==> src/hdl/sks_pkg.sv <==
`default_nettype none

package sks_pkg;

  localparam int unsigned KeyWidth = 16;
  localparam int unsigned TagWidth = 16;

  // One slot of the sorting chain.
  typedef struct packed {
    logic                valid;
    logic [KeyWidth-1:0] key;
    logic [TagWidth-1:0] tag;
  } entry_t;

  // Chain-wide control, same for every cell.
  typedef struct packed {
    logic insert_en;  // a word is being inserted this cycle
    logic drain_en;   // chain shifts one slot toward cell 0
  } cell_ctrl_t;

endpackage

`default_nettype wire

==> src/hdl/sks_cell.sv <==
`default_nettype none

module sks_cell (
  input  wire                  clk_i,
  input  wire                  rst_ni,
  input  sks_pkg::cell_ctrl_t  ctrl_i,
  input  sks_pkg::entry_t      new_i,       // broadcast incoming pair
  input  sks_pkg::entry_t      prev_i,      // neighbor toward the head
  input  wire                  prev_ins_i,  // neighbor moves this cycle
  input  sks_pkg::entry_t      next_i,      // neighbor toward the tail
  output sks_pkg::entry_t      cell_o,
  output logic                 ins_o
);

  logic                              valid_q, valid_d;
  logic [sks_pkg::KeyWidth-1:0]      key_q, key_d;
  logic [sks_pkg::TagWidth-1:0]      tag_q, tag_d;
  logic                              load;
  sks_pkg::entry_t                   src;

  // Empty slots count as holding an infinitely large key; strict compare
  // keeps equal keys in arrival order.
  assign ins_o = !valid_q || ($signed(key_q) > $signed(new_i.key));

  always_comb begin
    load = 1'b0;
    src  = next_i;
    if (ctrl_i.drain_en) begin
      load = 1'b1;
      src  = next_i;
    end else if (ctrl_i.insert_en && ins_o) begin
      load = 1'b1;
      src  = prev_ins_i ? prev_i : new_i;
    end
    valid_d = load ? src.valid : valid_q;
    key_d   = load ? src.key   : key_q;
    tag_d   = load ? src.tag   : tag_q;
  end

  always_ff @(posedge clk_i or negedge rst_ni) begin
    if (!rst_ni) begin
      valid_q <= 1'b0;
    end else begin
      valid_q <= valid_d;
    end
  end

  always_ff @(posedge clk_i) begin
    key_q <= key_d;
    tag_q <= tag_d;
  end

  assign cell_o = '{valid: valid_q, key: key_q, tag: tag_q};

endmodule

`default_nettype wire

==> config.mk <==
export PLATFORM = sky130hd
export DESIGN_NAME = sks_cell
export DESIGN_NICKNAME = d
export VERILOG_FILES = /design/src/hdl/sks_pkg.sv /design/src/hdl/sks_cell.sv
export SDC_FILE = /design/constraint.sdc
export NUM_CORES = 1
export LEC_CHECK = 0
export ABC_AREA = 1
export BUFFER_PORTS_ARGS = -buffer_cell sky130_fd_sc_hd__buf_2
export CAP_MARGIN = 10
export CORE_UTILIZATION = 40
export DETAILED_ROUTE_END_ITERATION = 7
export PLACE_DENSITY_LB_ADDON = 0.1
export SYNTH_ARGS = -nofsm -noshare
export SYNTH_HDL_FRONTEND = slang
export SYNTH_SLANG_ARGS = --single-unit
==> constraint.sdc <==
create_clock -name clk_i -period 2.7 [get_ports clk_i]
set_input_delay 0.81 -clock clk_i [delete_from_list [all_inputs] [get_ports clk_i]]
set_output_delay 0.81 -clock clk_i [all_outputs]
set_load 0.02 [all_outputs]
==> results.py, run 1 <==
metrics = {
    "worst_setup_path": {
        "reg2reg_depth": 11,
        "critPathRequiredTime_ns": 1.89,
        "path_class": "in -> out",
        "arrival_ns": 2.05,
        "start_kind": "input pin",
        "critPathMostFrequentCell": "buf_6",
        "cp_max_fo": 2,
        "ff2ff_setup_slack_ns": 0.39,
        "slowest_delay_ns": 0.26,
        "cp_slowest_cell": "ha_4",
        "worstPathCellList": "buf_6, inv_2, ha_4, nand4_1, nor2_4, nand3_2, nor2_2, a21oi_2, nand2_2, nand2_4, buf_6",
        "r2r-start": "key_q[13]$_DFFE_PP_",
        "reg2reg_to": "key_q[13]$_DFFE_PP_",
        "critPathLaunch": "new_i[29]",
        "end_kind": "primary output",
    },
    "power_and_ir_drop": {
        "ir_worst_vdd_uv": 242,
        "powerDensity_nw_per_um2": 490,
        "p_leak_nw": 1.80,
        "total_power_w": 0.00176,
    },
    "clocking": {
        "clk_path_buf_depth": 2,
        "cts_max_level": 2,
        "path_clk_slew_ns": 0.07,
        "cts_tree": "built",
        "clkSinkCount": 33,
        "clock_latency_ns": 0.28,
        "cts_root_buffer": "clkbuf_8",
        "numCtsBuffers": 5,
        "ctsHoldBuffers": 0,
    },
    "logic_synthesis": {
        "ys_seq_area_share_pct": 40.9,
        "synth_top_area_share_pct": 39.8,
        "synthCells": 249,
        "synth_area_leaders": "edfxtp_1 40%, o21ai_2 12%, ha_1 8.3%",
        "netlist_area_um2": 2410,
        "ys_warn_count": 0,
        "yosys.area.top_type": "edfxtp_1",
        "synth_fp_nets": 369,
        "synth.distinct_cells": 24,
        "synth_seq_cells": 33,
        "syn_avg_cell_area_um2": 9.69,
    },
    "placement": {
        "pre_cts_ws_ns": -0.231,
        "numPortBuffers": 137,
        "gp_congestion": 0.747,
        "dpl.hpwl_um": 4280,
    },
    "timing": {
        "max_freq_mhz": 350,
        "finClkSkew_ns": 0.00421,
        "slew_headroom_pct": 82.3,
        "finalCritPeriodShare_pct": 106,
        "hold_violations": 0,
        "min_period_ns": 2.86,
        "rsz0062_at_grt": "yes",
        "finalSetupViolCount": 1,
        "drv_slew": 0,
        "worst-slew-pin-transition_ns": 0.263,
        "tns_ns": -0.156,
        "timing.final.ws_setup_ns": -0.156,
    },
    "grt": {
        "met2_usage_pct": 33.8,
        "grt-busiest-layer": "met2",
        "grt_pass1_vias": 2127,
        "grt_first_pass_wirelength_um": 9270,
        "antenna_found_initial": 1,
        "grt_use_total_pct": 18.9,
        "grt_max_degree": 31,
        "use_met3_pct": 4.00,
        "grtUsageMet1_pct": 22.3,
        "grt-ovfl-total": 0,
    },
    "detailed_routing": {
        "vias": 2220,
        "drt-pass1-iter-count": 2,
        "wl_um": 5740,
        "viasPerCell": 4.68,
        "post-route-drc-count": 0,
        "drt_iter0_drc": 33,
        "drt.antenna.violating_nets": 0,
        "routedWlPerCell_um": 12.1,
    },
    "floorplan": {
        "dieArea_um2": 6350,
        "initial_core_util_pct": 42.5,
        "dieHeight_um": 79.7,
        "rows": 27,
        "die_w_um": 79.7,
        "core-area_um2": 5680,
        "pin_count": 138,
    },
    "status": {
        "outcome": "finished with violations",
        "violations": "negative setup slack",
    },
    "cells_and_area": {
        "antenna_cells": 0,
        "syn_to_final_growth_pct": 49.3,
        "layout_common_cells": "130 x buf_2, 41 x nand2_1, 33 x nand2_2, 32 x o21ai_2, 32 x edfxtp_1",
        "layout.nets": 521,
        "drive_above_1_share_pct": 64.4,
        "mostFrequentLayoutCell": "buf_2",
    },
    "flow_run": {
        "cap_violations": 0,
    },
    "min_path": {
        "hp-class": "in -> async",
    },
}
[power by group]
group / switching, W / internal (W)
Combinational: 0.000335 / 0.000273
Sequential: 0.0000323 / 0.000642
Clock: 0.000181 / 0.000301
[cells in the mapped netlist]
master,number
a21oi_1,4
inv_1,27
buf_4,1
inv_2,1
o21ai_0,15
nor2_2,3
ha_1,16
mux2i_1,17
nand2_4,1
nand3_1,4
nand3_4,1
buf_6,6
edfxtp_1,32
a21o_1,1
dfrtp_1,1
nor2_1,4
clkbuf_1,3
nand2_1,44
o21ai_2,32
buf_2,2
a21oi_2,1
o21ai_4,1
nand2_2,30
nand4_1,2
[registers in the layout (all words and copies together) (netlist names)]
register	count
tag_q	16
valid_q	1
key_q	16
[repair_timing]
item	in CTS	in global routing
buffers inserted	3	0
resized for setup	35	0
endpoints found under the setup margin	1	1
pin swaps	17	5
gates cloned	0	0
[worst max-delay path, delay by kind of cell]
kind	cells	cell delay [ns]
adders and majority gates	1	0.26
AOI/OAI and AO/OA	1	0.05
buffers and inverters	3	0.24
and+or+nand+nor	6	0.69
[kinds of logic (layout without fill, tap and decap cells)]
kind of cell	Yosys count	after routing	synth area share, %
and+or+nand+nor	89	89	18.6
AOI/OAI and AO/OA	54	54	16.9
buffers and inverters	40	193	8.35
DFF	33	33	40.8
muxes	17	17	7.05
adders and majority gates	16	16	8.29
[metal layers]
layer | wire length, um | up-vias
met5 | 17 | -
met4 | 83 | 2
met3 | 334 | 9
met2 | 2940 | 85
met1 | 2370 | 982
li1 | - | 1142
[final cells by class]
cell class	count	area (um2)
Clock buffer	7	86.3
Tap cell	72	90.1
Sequential cell	33	986
Inverter	28	110
Multi-Input combinational cell	176	1370
Timing Repair Buffer	157	930
Fill cell	498	2070
Clock inverter	1	30.0
[per-stage QoR]
stage | hold WS, ns | std cells | cell area, um2 | utilization [%]
6_report | 0.294 | 474 | 3600 | 63.5
5_1_grt | 0.274 | 474 | 3600 | 63.5
3_3_place_gp | 0.591 | 463 | 3270 | 57.7
3_5_place_dp | 0.590 | 463 | 3270 | 57.7
2_1_floorplan | 0.514 | 249 | 2420 | -
4_1_cts | 0.280 | 474 | 3600 | 63.5
[worst max-delay path by stage]
stage,slack (ns),endpoint
2_1_floorplan,0.02,key_q[0]$_DFFE_PP_
3_3_place_gp,-0.22,ins_o
3_5_place_dp,-0.23,ins_o
4_1_cts,-0.12,ins_o
5_1_grt,-0.23,ins_o
6_report,-0.16,ins_o
(Power assumes the default switching activity.)
==> run 2, diff against run 1 <==
--- a/config.mk
+++ b/config.mk
@@ -10,7 +10,7 @@
 export CAP_MARGIN = 10
 export CORE_UTILIZATION = 40
 export DETAILED_ROUTE_END_ITERATION = 7
-export PLACE_DENSITY_LB_ADDON = 0.1
+export PLACE_DENSITY = 0.84
 export SYNTH_ARGS = -nofsm -noshare
 export SYNTH_HDL_FRONTEND = slang
 export SYNTH_SLANG_ARGS = --single-unit
==> run 2 against run 1 <==
  * The flow still finishes with violations (negative setup slack)
  * Cell count is 0.84% higher
  * Maximum frequency is 0.17% lower
  * Count of clock-buffer cells in the layout is 2 lower
  * Non-clock buffer count is 4 higher
  * Wire length is 6.7% higher
  * Global-route usage is 0.43 points higher
==> results.py, run 2 (synthesis gave the netlist of run 1 again) <==
metrics = {
    "timing": {
        "hold_violations": 0,
        "hold_slack_ns": 0.295,
        "finalCritPeriodShare_pct": 106,
        "min_period_ns": 2.86,
        "timing.final.ws_setup_ns": -0.161,
        "finClkSkew_ns": 0.00711,
        "rsz0062_at_grt": "yes",
        "finalSetupViolCount": 1,
        "slew_headroom_pct": 82.4,
        "drv_slew": 0,
        "tns_ns": -0.161,
        "worst-slew-pin-transition_ns": 0.261,
        "max_freq_mhz": 350,
    },
    "floorplan": {
        "rows": 27,
        "pin_count": 138,
        "dieHeight_um": 79.7,
        "dieArea_um2": 6350,
        "initial_core_util_pct": 42.5,
        "core-area_um2": 5680,
        "die_w_um": 79.7,
    },
    "detailed_routing": {
        "drt_iter0_drc": 63,
        "viasPerCell": 4.78,
        "post-route-drc-count": 0,
        "drt-pass1-iter-count": 4,
        "drt.antenna.violating_nets": 0,
        "wl_um": 6120,
        "vias": 2283,
        "routedWlPerCell_um": 12.8,
    },
    "worst_setup_path": {
        "cp_max_fo": 2,
        "critPathRequiredTime_ns": 1.89,
        "end_kind": "primary output",
        "start_kind": "input pin",
        "arrival_ns": 2.05,
        "path_class": "in -> out",
    },
    "clocking": {
        "cts_root_buffer": "clkbuf_8",
        "ctsHoldBuffers": 0,
        "cts_max_level": 2,
        "path_clk_slew_ns": 0.06,
        "cts_tree": "built",
        "numCtsBuffers": 5,
        "clkSinkCount": 33,
        "clk_path_buf_depth": 2,
        "clock_latency_ns": 0.28,
    },
    "grt": {
        "grt_use_total_pct": 19.3,
        "antenna_found_initial": 0,
        "grt_max_degree": 31,
        "grt_first_pass_wirelength_um": 9320,
        "grt_pass1_vias": 2195,
        "grt-ovfl-total": 0,
    },
    "cells_and_area": {
        "mostFrequentLayoutCell": "buf_2",
        "drive_above_1_share_pct": 67.0,
        "layout.nets": 525,
        "final_core_util_pct": 64.3,
        "antenna_cells": 0,
        "syn_to_final_growth_pct": 51.2,
        "layout_common_cells": "128 x buf_2, 38 x nand2_1, 36 x nand2_2, 32 x o21ai_2, 32 x edfxtp_1",
        "reg_top3": "key_q x16, tag_q x16, valid_q x1",
    },
    "placement": {
        "gp_congestion": 0.767,
        "numPortBuffers": 137,
        "dpl.hpwl_um": 4630,
    },
    "power_and_ir_drop": {
        "p_leak_nw": 1.80,
        "ir_worst_vdd_uv": 242,
        "powerDensity_nw_per_um2": 455,
    },
    "min_path": {
        "hp-class": "in -> async",
    },
    "status": {
        "outcome": "finished with violations",
        "violations": "negative setup slack",
    },
    "flow_run": {
        "cap_violations": 0,
    },
}
## run 2: path summary, 6_finish.rpt
check,startpoint,to,slack [ns],cells past startpoint
min reg2reg,valid_q$_DFFE_PN0P_,valid_q$_DFFE_PN0P_,0.64,2
min,rst_ni,valid_q$_DFFE_PN0P_,0.29,1
max reg2reg,key_q[13]$_DFFE_PP_,tag_q[2]$_DFFE_PP_,0.42,12
min in group clk_i,valid_q$_DFFE_PN0P_,valid_q$_DFFE_PN0P_,0.64,2
max in group asynchronous,rst_ni,valid_q$_DFFE_PN0P_,2.32,1
max,new_i[28],ins_o,-0.16,11
## run 2: worst max-delay path, cell delays in order
cell	delay, ns
buf_6	0.07
inv_2	0.04
ha_4	0.25
nand4_1	0.18
nor2_4	0.18
nand3_2	0.10
nor2_4	0.10
a21oi_2	0.04
nand2_2	0.08
nand2_4	0.05
buf_6	0.13
## run 2: power breakdown
| part | switching, W | total (W) | internal [W] |
|---|---|---|---|
| logic | 0.000342 | 0.000624 | 0.000282 |
| clock network | 0.000183 | 0.000356 | 0.000174 |
| registers | 0.0000363 | 0.000678 | 0.000642 |
| total | 0.000561 | 0.00166 | 0.00110 |
## run 2: metrics by stage
stage               setup slack [ns]  instances  cell area, um2  total power (W)
finish                        -0.161        478            3650          0.00166
global route                  -0.207        478            3650          0.00176
CTS                           -0.184        474            3490          0.00164
detailed placement            -0.289        463            3270          0.00125
global placement              -0.271        463            3270          0.00123
floorplan                     0.0212        249            2420          0.00103
## run 2: layout make-up
| type | count | area, um2 |
|---|---|---|
| fill | 459 | 2030 |
| tap | 72 | 90.1 |
| multi-input combinational | 176 | 1410 |
| timing repair buffer | 161 | 976 |
| sequential | 33 | 986 |
| clock inverter | 3 | 12.5 |
| clock buffer | 5 | 68.8 |
| inverter | 28 | 108 |
## run 2: metal layers
metal | part of all wire [%] | global-route usage, %
met1 | 39 | 19.7
met4 | 2.0 | 7.45
met3 | 6.5 | 5.49
met2 | 53 | 36.7
met5 | 0 | 0
## run 2: timing repair
item / CTS / global route
endpoints found under the setup margin: 1 / 1
gates resized for setup: 23 / 25
buffers inserted: 3 / 4
pin swaps: 11 / 23
